**src/sv/sbaa_pkg.sv**
```systemverilog
// ----------------------------------------------------------------------------
// sbaa_pkg: shared types and codes of the sensor block averager
// Queue entry layout, push bundle, and opcode, kind and register codes.
// ----------------------------------------------------------------------------
package sbaa_pkg;

    // Report request queue geometry
    localparam int QDEPTH   = 8;
    localparam int QPTR_W   = 3;
    localparam int QCNT_W   = 4;
    localparam int MAX_PUSH = 3;

    // Node roles
    localparam logic [1:0] ROLE_PUMP1   = 2'd0;
    localparam logic [1:0] ROLE_PUMP2   = 2'd1;
    localparam logic [1:0] ROLE_CONSUME = 2'd2;

    // Input opcodes
    localparam logic OP_SAMPLE    = 1'b0;
    localparam logic OP_BATCH_END = 1'b1;

    // Sensor kinds
    localparam logic [2:0] KIND_TEMP    = 3'd0;
    localparam logic [2:0] KIND_SOIL    = 3'd2;
    localparam logic [2:0] KIND_CURRENT = 3'd4;
    localparam logic [2:0] KIND_WATER   = 3'd5;

    // Water meter select code that is ignored (and above)
    localparam logic [1:0] METER_IGNORED = 2'd2;

    // Report kinds
    localparam logic [2:0] RPT_EMERGENCY = 3'd0;
    localparam logic [2:0] RPT_TEMP_AVG  = 3'd1;
    localparam logic [2:0] RPT_CURRENT   = 3'd5;
    localparam logic [2:0] RPT_WATER1    = 3'd6;
    localparam logic [2:0] RPT_WATER2    = 3'd7;

    // Pump tags
    localparam logic [1:0] TAG_NONE  = 2'd0;
    localparam logic [1:0] TAG_PUMP1 = 2'd1;
    localparam logic [1:0] TAG_PUMP2 = 2'd2;

    // Configuration register indexes
    localparam logic [1:0] CFG_NODE_ROLE  = 2'd0;
    localparam logic [1:0] CFG_EMERGENCY  = 2'd1;
    localparam logic [1:0] CFG_SOIL_DRY   = 2'd2;
    localparam logic [1:0] CFG_PERIOD     = 2'd3;

    // One report request; is_avg marks a raw block sum still to be divided
    typedef struct packed {
        logic [2:0]  kind;
        logic [31:0] value;
        logic [1:0]  tag;
        logic        start;
        logic        last;
        logic        is_avg;
    } t_entry;

    // Requests raised by one accepted item, entries 0 .. count-1 valid
    typedef struct packed {
        logic [1:0]       count;
        t_entry [2:0]     ent;
    } t_push;

endpackage

```
**src/sv/sbaa_front.sv**
```systemverilog
// ----------------------------------------------------------------------------
// sbaa_front: item classifier and state keeper
// Holds configuration, channel sums and counts, consumption totals and the
// report timer; turns each accepted item into up to three report requests.
// ----------------------------------------------------------------------------
module sbaa_front #(
    parameter int BLOCK_SAMPLES = 8
) (
    input  logic                 i_clk,
    input  logic                 i_rst_n,
    input  logic                 i_cfg_valid,
    input  logic [1:0]           i_cfg_index,
    input  logic [31:0]          i_cfg_data,
    input  logic                 i_accept,
    input  logic                 i_opcode,
    input  logic [2:0]           i_sensor_kind,
    input  logic [1:0]           i_meter_select,
    input  logic signed [15:0]   i_sample_value,
    input  logic [31:0]          i_now_ms,
    output sbaa_pkg::t_push      o_push
);

    localparam int SUM_W = 16 + $clog2(BLOCK_SAMPLES);
    localparam int CNT_W = $clog2(BLOCK_SAMPLES + 1);

    // Add a sample into a total, clamping at the signed 32-bit limits
    function automatic logic signed [31:0] sat_add(input logic signed [31:0] a,
                                                   input logic signed [15:0] b);
        logic signed [32:0] s;
        s = 33'(a) + 33'(b);
        if (s[32] != s[31]) begin
            sat_add = s[32] ? 32'sh8000_0000 : 32'sh7FFF_FFFF;
        end else begin
            sat_add = s[31:0];
        end
    endfunction

    logic [1:0]               r_node_role, n_node_role;
    logic signed [15:0]       r_emergency_level, n_emergency_level;
    logic signed [15:0]       r_soil_dry_level, n_soil_dry_level;
    logic [31:0]              r_report_period, n_report_period;
    logic signed [SUM_W-1:0]  r_sum [4];
    logic signed [SUM_W-1:0]  n_sum [4];
    logic [CNT_W-1:0]         r_cnt [4];
    logic [CNT_W-1:0]         n_cnt [4];
    logic signed [31:0]       r_total [3];
    logic signed [31:0]       n_total [3];
    logic [31:0]              r_last_time, n_last_time;

    logic [1:0]               w_chan;
    logic signed [SUM_W-1:0]  w_sum_add;
    logic [CNT_W-1:0]         w_cnt_inc;
    logic                     w_block_done;
    logic [31:0]              w_elapsed;
    logic                     w_due;
    sbaa_pkg::t_push          w_push;

    assign w_chan       = i_sensor_kind[1:0];
    assign w_sum_add    = r_sum[w_chan] + SUM_W'(i_sample_value);
    assign w_cnt_inc    = r_cnt[w_chan] + 1'b1;
    assign w_block_done = (w_cnt_inc >= CNT_W'(BLOCK_SAMPLES));
    assign w_elapsed    = i_now_ms - r_last_time;
    assign w_due        = (w_elapsed >= r_report_period);

    // Classify the item, update state and raise report requests
    always_comb begin
        n_node_role       = r_node_role;
        n_emergency_level = r_emergency_level;
        n_soil_dry_level  = r_soil_dry_level;
        n_report_period   = r_report_period;
        n_sum             = r_sum;
        n_cnt             = r_cnt;
        n_total           = r_total;
        n_last_time       = r_last_time;
        w_push            = '0;

        if (i_cfg_valid) begin
            case (i_cfg_index)
                sbaa_pkg::CFG_NODE_ROLE: n_node_role       = i_cfg_data[1:0];
                sbaa_pkg::CFG_EMERGENCY: n_emergency_level = i_cfg_data[15:0];
                sbaa_pkg::CFG_SOIL_DRY:  n_soil_dry_level  = i_cfg_data[15:0];
                sbaa_pkg::CFG_PERIOD:    n_report_period   = i_cfg_data;
                default:                 n_node_role       = r_node_role;
            endcase
        end

        if (i_accept) begin
            if (r_node_role == sbaa_pkg::ROLE_CONSUME) begin
                if (i_opcode == sbaa_pkg::OP_SAMPLE) begin
                    // Add into the running totals
                    if (i_sensor_kind == sbaa_pkg::KIND_CURRENT) begin
                        n_total[0] = sat_add(r_total[0], i_sample_value);
                    end else if (i_sensor_kind == sbaa_pkg::KIND_WATER &&
                                 i_meter_select < sbaa_pkg::METER_IGNORED) begin
                        if (i_meter_select[0]) begin
                            n_total[2] = sat_add(r_total[2], i_sample_value);
                        end else begin
                            n_total[1] = sat_add(r_total[1], i_sample_value);
                        end
                    end
                end else if (w_due) begin
                    // Report all three totals and restart the period
                    w_push.count         = 2'd3;
                    w_push.ent[0].kind   = sbaa_pkg::RPT_CURRENT;
                    w_push.ent[0].value  = r_total[0];
                    w_push.ent[1].kind   = sbaa_pkg::RPT_WATER1;
                    w_push.ent[1].value  = r_total[1];
                    w_push.ent[2].kind   = sbaa_pkg::RPT_WATER2;
                    w_push.ent[2].value  = r_total[2];
                    n_last_time          = i_now_ms;
                end
            end else if (i_opcode == sbaa_pkg::OP_SAMPLE && !i_sensor_kind[2]) begin
                // Emergency report goes ahead of any average
                if (i_sensor_kind == sbaa_pkg::KIND_TEMP &&
                    i_sample_value >= r_emergency_level) begin
                    w_push.ent[0].kind  = sbaa_pkg::RPT_EMERGENCY;
                    w_push.ent[0].value = 32'(i_sample_value);
                    w_push.count        = 2'd1;
                end
                n_sum[w_chan] = w_sum_add;
                n_cnt[w_chan] = w_cnt_inc;
                if (w_block_done) begin
                    w_push.ent[w_push.count].kind   = 3'(w_chan) + sbaa_pkg::RPT_TEMP_AVG;
                    w_push.ent[w_push.count].value  = 32'(w_sum_add);
                    w_push.ent[w_push.count].is_avg = 1'b1;
                    if (i_sensor_kind == sbaa_pkg::KIND_SOIL &&
                        i_sample_value <= r_soil_dry_level) begin
                        w_push.ent[w_push.count].start = 1'b1;
                        case (r_node_role)
                            sbaa_pkg::ROLE_PUMP1: w_push.ent[w_push.count].tag =
                                                      sbaa_pkg::TAG_PUMP1;
                            sbaa_pkg::ROLE_PUMP2: w_push.ent[w_push.count].tag =
                                                      sbaa_pkg::TAG_PUMP2;
                            default:              w_push.ent[w_push.count].tag =
                                                      sbaa_pkg::TAG_NONE;
                        endcase
                    end
                    w_push.count  = w_push.count + 2'd1;
                    n_sum[w_chan] = '0;
                    n_cnt[w_chan] = '0;
                end
            end
        end

        // Mark the final request of this item
        if (w_push.count != 2'd0) begin
            w_push.ent[w_push.count - 2'd1].last = 1'b1;
        end
    end

    assign o_push = w_push;

    // Hold configuration and block state
    always_ff @(posedge i_clk) begin
        if (!i_rst_n) begin
            r_node_role       <= sbaa_pkg::ROLE_PUMP1;
            r_emergency_level <= 16'sd800;
            r_soil_dry_level  <= 16'sd480;
            r_report_period   <= 32'd3600000;
            for (int i = 0; i < 4; i++) begin
                r_sum[i] <= '0;
                r_cnt[i] <= '0;
            end
            for (int i = 0; i < 3; i++) begin
                r_total[i] <= '0;
            end
            r_last_time       <= '0;
        end else begin
            r_node_role       <= n_node_role;
            r_emergency_level <= n_emergency_level;
            r_soil_dry_level  <= n_soil_dry_level;
            r_report_period   <= n_report_period;
            r_sum             <= n_sum;
            r_cnt             <= n_cnt;
            r_total           <= n_total;
            r_last_time       <= n_last_time;
        end
    end

endmodule

```
**src/sv/sbaa_queue.sv**
```systemverilog
// ----------------------------------------------------------------------------
// sbaa_queue: report request queue
// Takes up to three requests a cycle from the front, hands one a cycle to the
// back as it pops; signals space while three more requests still fit.
// ----------------------------------------------------------------------------
module sbaa_queue (
    input  logic              i_clk,
    input  logic              i_rst_n,
    input  sbaa_pkg::t_push   i_push,
    input  logic              i_pop,
    output sbaa_pkg::t_entry  o_head,
    output logic              o_nonempty,
    output logic              o_space
);

    sbaa_pkg::t_entry                r_mem [sbaa_pkg::QDEPTH];
    logic [sbaa_pkg::QPTR_W-1:0]     r_wr_ptr, n_wr_ptr;
    logic [sbaa_pkg::QPTR_W-1:0]     r_rd_ptr, n_rd_ptr;
    logic [sbaa_pkg::QCNT_W-1:0]     r_count, n_count;

    assign o_head     = r_mem[r_rd_ptr];
    assign o_nonempty = (r_count != '0);
    assign o_space    = (r_count <=
                         sbaa_pkg::QCNT_W'(sbaa_pkg::QDEPTH - sbaa_pkg::MAX_PUSH));

    // Advance pointers and fill count
    always_comb begin
        n_wr_ptr = r_wr_ptr + sbaa_pkg::QPTR_W'(i_push.count);
        n_rd_ptr = r_rd_ptr + sbaa_pkg::QPTR_W'(i_pop);
        n_count  = r_count + sbaa_pkg::QCNT_W'(i_push.count)
                           - sbaa_pkg::QCNT_W'(i_pop);
    end

    // Store incoming requests
    always_ff @(posedge i_clk) begin
        for (int j = 0; j < sbaa_pkg::MAX_PUSH; j++) begin
            if (2'(j) < i_push.count) begin
                r_mem[r_wr_ptr + sbaa_pkg::QPTR_W'(j)] <= i_push.ent[j];
            end
        end
    end

    always_ff @(posedge i_clk) begin
        if (!i_rst_n) begin
            r_wr_ptr <= '0;
            r_rd_ptr <= '0;
            r_count  <= '0;
        end else begin
            r_wr_ptr <= n_wr_ptr;
            r_rd_ptr <= n_rd_ptr;
            r_count  <= n_count;
        end
    end

    a_count_bound: assert property (@(posedge i_clk) disable iff (!i_rst_n)
        r_count <= sbaa_pkg::QCNT_W'(sbaa_pkg::QDEPTH))
        else $error("queue fill count beyond depth");

    a_empty_ptrs: assert property (@(posedge i_clk) disable iff (!i_rst_n)
        (r_count == '0) |-> (r_rd_ptr == r_wr_ptr))
        else $error("empty queue with unequal pointers");

    a_pop_nonempty: assert property (@(posedge i_clk) disable iff (!i_rst_n)
        i_pop |-> (r_count != '0))
        else $error("pop from empty queue");

    a_push_fits: assert property (@(posedge i_clk) disable iff (!i_rst_n)
        (i_push.count != 2'd0) |->
            (r_count + sbaa_pkg::QCNT_W'(i_push.count) <=
             sbaa_pkg::QCNT_W'(sbaa_pkg::QDEPTH)))
        else $error("push overflows queue");

endmodule

```
**src/sv/sbaa_back.sv**
```systemverilog
// ----------------------------------------------------------------------------
// sbaa_back: report output stage
// Pops one request a cycle when not stalled, divides block sums by block
// length via a reciprocal multiply, holds the result in the output register.
// ----------------------------------------------------------------------------
module sbaa_back #(
    parameter int BLOCK_SAMPLES = 8
) (
    input  logic               i_clk,
    input  logic               i_rst_n,
    input  sbaa_pkg::t_entry   i_head,
    input  logic               i_nonempty,
    input  logic               i_out_stall,
    output logic               o_pop,
    output logic               o_out_valid,
    output logic [2:0]         o_report_kind,
    output logic signed [31:0] o_report_value,
    output logic [1:0]         o_pump_tag,
    output logic               o_pump_start,
    output logic               o_last_of_run
);

    localparam int SUM_W  = 16 + $clog2(BLOCK_SAMPLES);
    localparam int REC_SH = SUM_W + $clog2(BLOCK_SAMPLES) + 1;
    localparam int PROD_W = SUM_W + REC_SH + 1;
    localparam longint unsigned REC_FULL =
        ((64'd1 << REC_SH) + 64'(BLOCK_SAMPLES) - 64'd1) / 64'(BLOCK_SAMPLES);
    localparam logic [REC_SH:0] REC = (REC_SH + 1)'(REC_FULL);

    logic                     r_out_valid;
    logic [2:0]               r_kind;
    logic signed [31:0]       r_value;
    logic [1:0]               r_tag;
    logic                     r_start;
    logic                     r_last;

    logic                     w_load;
    logic signed [SUM_W-1:0]  w_sum;
    logic                     w_neg;
    logic [SUM_W-1:0]         w_mag;
    logic [PROD_W-1:0]        w_prod;
    logic [SUM_W-1:0]         w_quot;
    logic signed [SUM_W-1:0]  w_avg;
    logic signed [31:0]       w_value;

    assign w_load = i_nonempty && (!r_out_valid || !i_out_stall);
    assign o_pop  = w_load;

    // Divide the block sum, truncating toward zero
    always_comb begin
        w_sum   = i_head.value[SUM_W-1:0];
        w_neg   = w_sum[SUM_W-1];
        w_mag   = w_neg ? SUM_W'(-w_sum) : SUM_W'(w_sum);
        w_prod  = PROD_W'(w_mag) * PROD_W'(REC);
        w_quot  = w_prod[REC_SH +: SUM_W];
        w_avg   = w_neg ? -$signed(w_quot) : $signed(w_quot);
        w_value = i_head.is_avg ? 32'(w_avg) : i_head.value;
    end

    // Hold the result until taken
    always_ff @(posedge i_clk) begin
        if (!i_rst_n) begin
            r_out_valid <= 1'b0;
        end else if (w_load) begin
            r_out_valid <= 1'b1;
        end else if (!i_out_stall) begin
            r_out_valid <= 1'b0;
        end
    end

    always_ff @(posedge i_clk) begin
        if (w_load) begin
            r_kind  <= i_head.kind;
            r_value <= w_value;
            r_tag   <= i_head.tag;
            r_start <= i_head.start;
            r_last  <= i_head.last;
        end
    end

    assign o_out_valid    = r_out_valid;
    assign o_report_kind  = r_kind;
    assign o_report_value = r_value;
    assign o_pump_tag     = r_tag;
    assign o_pump_start   = r_start;
    assign o_last_of_run  = r_last;

endmodule

```
**src/sv/sensor_block_average_alarm.sv**
```systemverilog
// ----------------------------------------------------------------------------
// sensor_block_average_alarm: sensor block averager with alarms and totals
// Plant mode: per-channel block averages, emergency and pump reports.
// Consumption mode: saturating totals reported at the end of each period.
//
//   channel | direction | handshake                  | payload
//   --------+-----------+----------------------------+---------------------------
//   in      | input     | i_in_valid / o_in_stall    | opcode, kind, meter, sample,
//           |           |                            | now_ms
//   out     | output    | o_out_valid / i_out_stall  | kind, value, pump tag,
//           |           |                            | pump start, last of run
//   cfg     | input     | i_cfg_valid / o_cfg_ready  | index, data
//
// One item is taken per cycle while the eight-entry request queue has room
// for three more requests; its first report goes through the queue and then
// the output register, and reports drain one per cycle while not stalled.
// Reset is synchronous; no clearing pass.
// A stalled output holds its report; the queue then fills and stalls input.
// ----------------------------------------------------------------------------
module sensor_block_average_alarm #(
    parameter int BLOCK_SAMPLES = 8
) (
    input  logic               i_clk,
    input  logic               i_rst_n,
    input  logic               i_cfg_valid,
    output logic               o_cfg_ready,
    input  logic [1:0]         i_cfg_index,
    input  logic [31:0]        i_cfg_data,
    input  logic               i_in_valid,
    output logic               o_in_stall,
    input  logic               i_opcode,
    input  logic [2:0]         i_sensor_kind,
    input  logic [1:0]         i_meter_select,
    input  logic signed [15:0] i_sample_value,
    input  logic [31:0]        i_now_ms,
    output logic               o_out_valid,
    input  logic               i_out_stall,
    output logic [2:0]         o_report_kind,
    output logic signed [31:0] o_report_value,
    output logic [1:0]         o_pump_tag,
    output logic               o_pump_start,
    output logic               o_last_of_run
);

    sbaa_pkg::t_push   w_push;
    sbaa_pkg::t_entry  w_head;
    logic              w_nonempty;
    logic              w_space;
    logic              w_pop;
    logic              w_accept;

    // Accept a request while the queue has room for its reports
    assign o_in_stall  = !w_space;
    assign w_accept    = i_in_valid && w_space;
    assign o_cfg_ready = 1'b1;

    sbaa_front #(
        .BLOCK_SAMPLES (BLOCK_SAMPLES)
    ) u_front (
        .i_clk          (i_clk),
        .i_rst_n        (i_rst_n),
        .i_cfg_valid    (i_cfg_valid),
        .i_cfg_index    (i_cfg_index),
        .i_cfg_data     (i_cfg_data),
        .i_accept       (w_accept),
        .i_opcode       (i_opcode),
        .i_sensor_kind  (i_sensor_kind),
        .i_meter_select (i_meter_select),
        .i_sample_value (i_sample_value),
        .i_now_ms       (i_now_ms),
        .o_push         (w_push)
    );

    sbaa_queue u_queue (
        .i_clk      (i_clk),
        .i_rst_n    (i_rst_n),
        .i_push     (w_push),
        .i_pop      (w_pop),
        .o_head     (w_head),
        .o_nonempty (w_nonempty),
        .o_space    (w_space)
    );

    sbaa_back #(
        .BLOCK_SAMPLES (BLOCK_SAMPLES)
    ) u_back (
        .i_clk          (i_clk),
        .i_rst_n        (i_rst_n),
        .i_head         (w_head),
        .i_nonempty     (w_nonempty),
        .i_out_stall    (i_out_stall),
        .o_pop          (w_pop),
        .o_out_valid    (o_out_valid),
        .o_report_kind  (o_report_kind),
        .o_report_value (o_report_value),
        .o_pump_tag     (o_pump_tag),
        .o_pump_start   (o_pump_start),
        .o_last_of_run  (o_last_of_run)
    );

endmodule

```
**config.mk**
```make
export PLATFORM = sky130hd
export DESIGN_NAME = sensor_block_average_alarm
export DESIGN_NICKNAME = d
export VERILOG_FILES = /design/src/sv/sbaa_pkg.sv /design/src/sv/sbaa_front.sv /design/src/sv/sbaa_queue.sv /design/src/sv/sbaa_back.sv /design/src/sv/sensor_block_average_alarm.sv
export SDC_FILE = /design/constraint.sdc
export NUM_CORES = 2
export LEC_CHECK = 0
export BUFFER_PORTS_ARGS = -buffer_cell sky130_fd_sc_hd__buf_2
export CAP_MARGIN = 15
export CORE_ASPECT_RATIO = 0.6
export CORE_MARGIN = 4
export CORE_UTILIZATION = 46
export CTS_CLUSTER_SIZE = 30
export DETAILED_ROUTE_END_ITERATION = 8
export GPL_TIMING_DRIVEN = 0
export SLEW_MARGIN = 25
export SYNTH_ARGS = -nofsm -noshare
export SYNTH_HDL_FRONTEND = slang
export SYNTH_SLANG_ARGS = --single-unit
```
**constraint.sdc**
```tcl
create_clock -name i_clk -period 19.6 [get_ports i_clk]
set_clock_uncertainty 0.1 [all_clocks]
set_input_delay 3.92 -clock i_clk [delete_from_list [all_inputs] [get_ports i_clk]]
set_output_delay 3.92 -clock i_clk [all_outputs]
set_load 0.01 [all_outputs]
```
Word-level counts from Yosys, hierarchy flattened
Memory sizes are Yosys's and may differ from the RTL's. A register that Yosys moved wholly into a read port is not among the register bits.
Index checks and enable logic that the tools add are counted.
{"block": "op_classes", "bitwise": 9, "n_mux": 78, "order_cmp": 15, "add_sub_neg": 17, "n_reduce_logical": 28, "eq_ne": 12}
{"op": "$bwmux 120", "count": 8}
{"op": "$demux 40 s2", "count": 6}
{"op": "$mux 122", "count": 3}
{"op": "$mux 35", "count": 9}
{"op": "$mux 32", "count": 8}
{"op": "$mux 120", "count": 2}
{"op": "$pmux 120 s2", "count": 1}
{"op": "$mux 37", "count": 4}
{"op": "$add 32x16->33", "count": 3}
{"op": "$mux 19", "count": 5}
{"op": "$and 76x76->76", "count": 1}
{"op": "$bwmux 76", "count": 1}
{"op": "$mux 76", "count": 1}
{"op": "$not 76->76", "count": 1}
{"op": "$mux 40", "count": 1}
{"op": "$bmux 19 s2", "count": 1}
{"op": "$demux 19 s2", "count": 1}
{"op": "$ge 32x32->1", "count": 1}
{"op": "$sub 32x32->32", "count": 1}
{"op": "$mux 5", "count": 4}
{"op": "$add 19x16->19", "count": 1}
{"op": "$neg 16->19", "count": 1}
{"op": "$neg 19->19", "count": 1}
{"op": "$and 16x16->16", "count": 1}
{"op": "other kinds (49)", "count": 93}
{"block": "word_totals", "output_inout_bits": 42, "n_memories": 1, "regBits": 336, "ramBits": 320, "elab_cells": 185, "inputBits": 93}
{"name": "u_queue.r_mem", "words": 8, "word_bits": 40, "rd": 1, "rd_clocked_by_memory_dff": 1, "wr": 3, "line_no": "sbaa_queue.sv:16", "source": "sbaa_pkg::t_entry r_mem [sbaa_pkg::QDEPTH];"}

Logic depth before layout (Yosys ltp)
{"block": "logic_depth", "ltp_word": 28, "mapped_depth": 33, "mapped_depth_nobuf": 29}

By module
Synthesis repeated with hierarchy kept, for this count alone.
{"block": "hier_totals", "cells_unflattened": 5327, "area_unflattened_um2": 46051.7}
{"module": "sbaa_queue", "area_each_um2": 22084.9, "n_inst": 1, "cells_per_inst": 2303, "seq_area_each_um2": 9809.4}
{"module": "sbaa_front", "area_each_um2": 21516.9, "n_inst": 1, "cells_per_inst": 2788, "seq_area_each_um2": 5725.5}
{"module": "sbaa_back", "area_each_um2": 2428.6, "n_inst": 1, "cells_per_inst": 232, "seq_area_each_um2": 1191.1}
{"module": "sensor_block_average_alarm", "area_each_um2": 21.3, "n_inst": 1, "cells_per_inst": 4, "seq_area_each_um2": 0.0}

Worst setup path before layout
OpenSTA, ideal clock, no wires.
{"block": "synth_path", "path_kind": "input -> register", "from": "in i_now_ms[9]", "to": "mem u_queue.r_mem[1][0] (netlist bit) (enable)", "arrival_time_ps": 11061, "setup_time_ps": 493, "path_slack_ps": 7946, "stages": 19, "t_required_ps": 19007, "cell_sequence": "ha_1 a21o_1 a21oi_1 nor2_1 or4b_2 o211a_1 o41ai_1 o31ai_1 xor2_1 ha_1 nand4_1 or4_1 o211a_1 nor3_4 buf_4 nor2_2 inv_1 o21ai_1 o21ai_0"}
{"item": "from (decl)", "line_no": "sensor_block_average_alarm.sv:35", "source": "input logic [31:0] i_now_ms,"}
{"item": "to (decl)", "line_no": "sbaa_queue.sv:16"}

Worst setup path after layout
{"block": "layout_path", "from": "in i_now_ms[1]", "to": "reg u_queue.r_count[3] (netlist bit)"}
{"block": "layout_between", "elab_chain_len": 8}
{"item": "$sub 32x32->32", "line_no": "sbaa_front.sv:62", "source": "assign w_elapsed = i_now_ms - r_last_time;"}
{"item": "$ge 32x32->1", "line_no": "sbaa_front.sv:63", "source": "assign w_due = (w_elapsed >= r_report_period);"}
{"item": "$mux 37", "line_no": "sbaa_front.sv:101", "source": "end else if (w_due) begin"}
{"item": "$mux 37", "line_no": "sbaa_front.sv:89", "source": "if (i_opcode == sbaa_pkg::OP_SAMPLE) begin"}
{"item": "$mux 37", "line_no": "sbaa_front.sv:88", "source": "if (r_node_role == sbaa_pkg::ROLE_CONSUME) begin"}
{"item": "$mux 122", "line_no": "sbaa_front.sv:87", "source": "if (i_accept) begin"}
{"item": "$add 4x2->4", "line_no": "sbaa_queue.sv:30", "source": "n_count = r_count + sbaa_pkg::QCNT_W'(i_push.count)"}
{"item": "$sub 4x1->4", "line_no": "sbaa_queue.sv:31", "source": "- sbaa_pkg::QCNT_W'(i_pop);"}
{"item": "to (signal assigned)", "line_no": "sbaa_queue.sv:51", "source": "r_count <= n_count;"}
{"item": "to (decl)", "line_no": "sbaa_queue.sv:19", "source": "logic [sbaa_pkg::QCNT_W-1:0] r_count, n_count;"}
Every way passes these cells.
A chain may end at the register's enable or synchronous reset.

==> qor.log <==
[global_routing] wire length of the first global-routing pass 254000 um
[pwr] Power Density 81.9 nW/um2
[floorplan] core area 90400 um2
[logic_synthesis] average cell area after synthesis 9.03 um2
[worst_setup_path] Worst Path Arrival 12.00 ns
[sta] RSZ-0062 raised after global routing no
[logic_synthesis] most used standard cells in the synthesized netlist sky130_fd_sc_hd__nand2_1 (643), sky130_fd_sc_hd__a21oi_1 (529), sky130_fd_sc_hd__o21ai_0 (383)
[worst_setup_path] gate family responsible for the most delay along the worst path compound AO/OA/AOI/OAI gates
[logic_synthesis] share of synthesized flip-flops with an asynchronous set or reset 0%
[sta] FMAX 86.5 MHz
[floorplan] total die area 96900 um2
[sta] number of failing setup endpoints in the final timing report 0
[logic_synthesis] most common flop cell mapped by yosys sky130_fd_sc_hd__edfxtp_1
[global_routing] residual overflow from global routing 0
[logic_synthesis] EDFF count, synth 359
[clock_tree] clock slew seen by the registers of the worst setup and hold paths 0.06 ns
[sta] number of failing hold endpoints at the final stage 0
[clock_tree] clock tree from TritonCTS built
[placed_design] final RePlAce weighted congestion 0.987
[logic_synthesis] mapped cell area 42300 um2
[sta] actual transition at the worst max-transition pin 1.14 ns
[clock_tree] worst-case clock buffer depth 3
[sta] Hold Worst Slack 0.352 ns
[worst_setup_path] endpoint type of the worst setup path flop
[global_routing] pin count of the biggest net entering global routing 44
[sta] minimum period implied by the final worst setup slack 11.56 ns
[logic_synthesis] most common cell in the synthesized netlist sky130_fd_sc_hd__nand2_1
[layout] synthesis-to-finish area growth 12.6%
[logic_synthesis] Cells after Synth 4680
[sta] worst slew slack as a fraction of its limit 23.9%
[floorplan] count of pins on the block boundary 135
[logic_synthesis] Synth area leader sky130_fd_sc_hd__edfxtp_1
[global_routing] number of antenna violations at the first check in global routing 11
[clock_tree] Clock Latency Late Sink 0.68 ns
[logic_synthesis] biggest area contributors in the synthesized netlist sky130_fd_sc_hd__edfxtp_1 (26%), sky130_fd_sc_hd__dfxtp_1 (14%), sky130_fd_sc_hd__ha_1 (6.8%), sky130_fd_sc_hd__a21oi_1 (6.3%), sky130_fd_sc_hd__mux4_2 (5.8%)
[logic_synthesis] top cell type's share of synthesized area 25.5%
[placed_design] number of port buffers 133
[detailed_routing] wire length after detailed routing 177000 um
[logic_synthesis] sequential cell area fraction in the yosys report 39.6%
[clock_tree] Hold Buf Count CTS 0
[worst_setup_path] category of the worst setup path launch point primary input
[floorplan] Die Y-Extent 243 um
[placed_design] placement-stage cell area 45200 um2
[sta] setup_tns 0 ns
[sta] pins over their slew limit 0
[detailed_routing] post-detailed-route DRC marker count 0
[clock_tree] number of gates given a new drive strength after cts 0
[floorplan] total number of placement rows 85
[floorplan] starting utilization of the core area 46.7%
[worst_setup_path] slowest stage cell, crit path sky130_fd_sc_hd__nor2_1
[detailed_routing] detailed router's first-iteration violation count 6525
[worst_setup_path] highest cell delay on the worst timing path 0.75 ns
[layout] final std cell area, no fill 47600 um2
[run_status] result of the run finished clean
[clock_tree] root buffer cell sky130_fd_sc_hd__clkbuf_16
[layout] number of non-filler instances in the completed layout 6189
[detailed_routing] drt pass-1 iters 6
[pwr] P_leak 17.3 nW
[layout] Layout Nets 5239
[job] maximum capacitance violations 0
[worst_setup_path] combined buffer and inverter count along the critical path 6
[worst_setup_path] startpoint of the most critical register-to-register path u_front.r_last_time[3]$_SDFFE_PN0P_
[logic_synthesis] flip-flop and latch count after synthesis 656
[logic_synthesis] xor and xnor fraction of the mapped netlist area 2.96%
[worst_setup_path] critical path start-end classification in2reg
[logic_synthesis] post-synthesis compound-gate area fraction 22.7%
[clock_tree] clk sinks 656
[global_routing] GRT Overall Usage 35.4%
[logic_synthesis] Adder-Cell Fraction of Synth Area 7.23%
[global_routing] via count of the first global-routing pass 35800
[detailed_routing] Routed WL per cell 28.6 um
[sta] period utilisation layout 59.0%
[detailed_routing] total via count in the routed design 40400
[worst_setup_path] Setup crit start i_now_ms[1]
[logic_synthesis] YS warnings 0
[logic_synthesis] simple-gate share of the synthesized area 15.0%
[worst_hold_path] path category of the worst min-delay check reg2reg
[detailed_routing] number of routed nets with antenna violations 0
[worst_setup_path] crit-path max FO 10
[layout] share of final-layout standard cells stronger than drive strength 1 11.3%
[detailed_routing] drt via density 6.53
[clock_tree] clock buffers created by TritonCTS 69
[floorplan] width of the chip 399 um
[logic_synthesis] syn nets 5008
[logic_synthesis] Synth cell types 104
[logic_synthesis] multiplexer fraction of the synthesized cell area 7.71%
[layout] utilization after layout 52.6%
[worst_setup_path] CP Data Required Time 20.04 ns
[logic_synthesis] combinational family with the most area after synthesis compound AO/OA/AOI/OAI gates
[clock_tree] post-CTS setup buffer count 0
[clock_tree] htree depth 3
[pwr] IR drop worst, VDD 0.0000523 V
[placed_design] dpl hpwl 135000 um
[placed_design] number of placed instances, taps included 6058
[cell usage in the layout (no fill, tap or decap), drive strengths merged, types with 19 or more instances in the layout]
cell	netlist	routed
o21ai	421	421
ha	228	228
a211oi	33	33
o211ai	44	44
nand3	183	183
buf	124	284
clkinv	1	19
xor2	40	40
clkbuf	193	289
o21a	29	29
a21oi	529	529
xnor2	102	102
nand2b	36	36
and3	29	29
edfxtp	359	359
a31oi	36	36
and2	41	41
o31ai	22	22
nor3	64	64
mux4	108	108
nand2	644	644
a21o	97	97
dfxtp	297	297
nor2b	20	20
a22oi	27	27
o221ai	123	123
mux2i	66	66
nor2	319	319
inv	175	178
[per-stage QoR]
step | total power, mW | worst slack (ns)
2_1_floorplan | 2.16 | 7.95
3_3_place_gp | 2.45 | 2.58
3_5_place_dp | 2.48 | 7.67
4_1_cts | 3.90 | 8.38
5_1_grt | 4.04 | 7.90
6_report | 3.90 | 8.04
[path summary, 6_finish.rpt]
check                                                endpoint  slack [ns]  cells after the start
worst max-delay path            u_queue.r_count[3]$_SDFF_PN0_        8.04                     31
worst min-delay path                                     flop        0.35                      2
worst max register to register  u_queue.r_count[3]$_SDFF_PN0_       11.04                     31
worst min register to register                           flop        0.35                      2
[worst reg2reg max path: cells and delay by family (launching register included)]
| family | cells | cell delay, ns |
|---|---|---|
| compound gates | 16 | 4.20 |
| fa+ha+maj | 4 | 1.26 |
| buf+inv | 6 | 1.15 |
| simple gates | 3 | 0.95 |
| xor+xnor | 2 | 0.41 |
| flops | 1 | 0.35 |
[metal layers]
metal	vias up	routed length [um]	global-route usage (%)
met5	-	70	0.446
met4	4	5150	9.76
met3	328	28200	13.4
met2	2830	63600	42.6
met1	19500	79800	56.7
li1	17800	-	-
[flip-flops by register name, summed over array words and instances (netlist names), 13 cells and up, named ones only]
signal                     flops
u_front.r_emergency_level     16
u_front.r_report_period       32
u_front.r_total               96
u_front.r_sum                 19
u_front.r_soil_dry_level      16
u_queue.r_mem                320
u_front.r_last_time           32
u_back.o_report_value         32
u_front.r_cnt                 13
[power breakdown]
group | leakage (nW) | total, mW | switching [mW] | internal [mW]
Clock | 1.18 | 1.44 | 0.616 | 0.821
Sequential | 5.27 | 1.54 | 0.0168 | 1.53
Combinational | 10.9 | 0.916 | 0.559 | 0.356
[cells by family after synthesis]
logic type	after synthesis
mux	188
flops	656
compound gates	1532
fa+ha+maj	241
simple gates	1427
other cells	1
xor+xnor	142
buf+inv	493
[area by class of cell]
type,instances,area (um2)
fill,8402,42800
multi-input combinational,3531,23600
sequential,656,16700
clock buffer,96,2030
tap,1218,1520
buffer,317,1370
timing repair buffer,160,1280
inverter,176,661
clock inverter,30,357
antenna,5,12.5
Power figures use the tool's default switching activity.
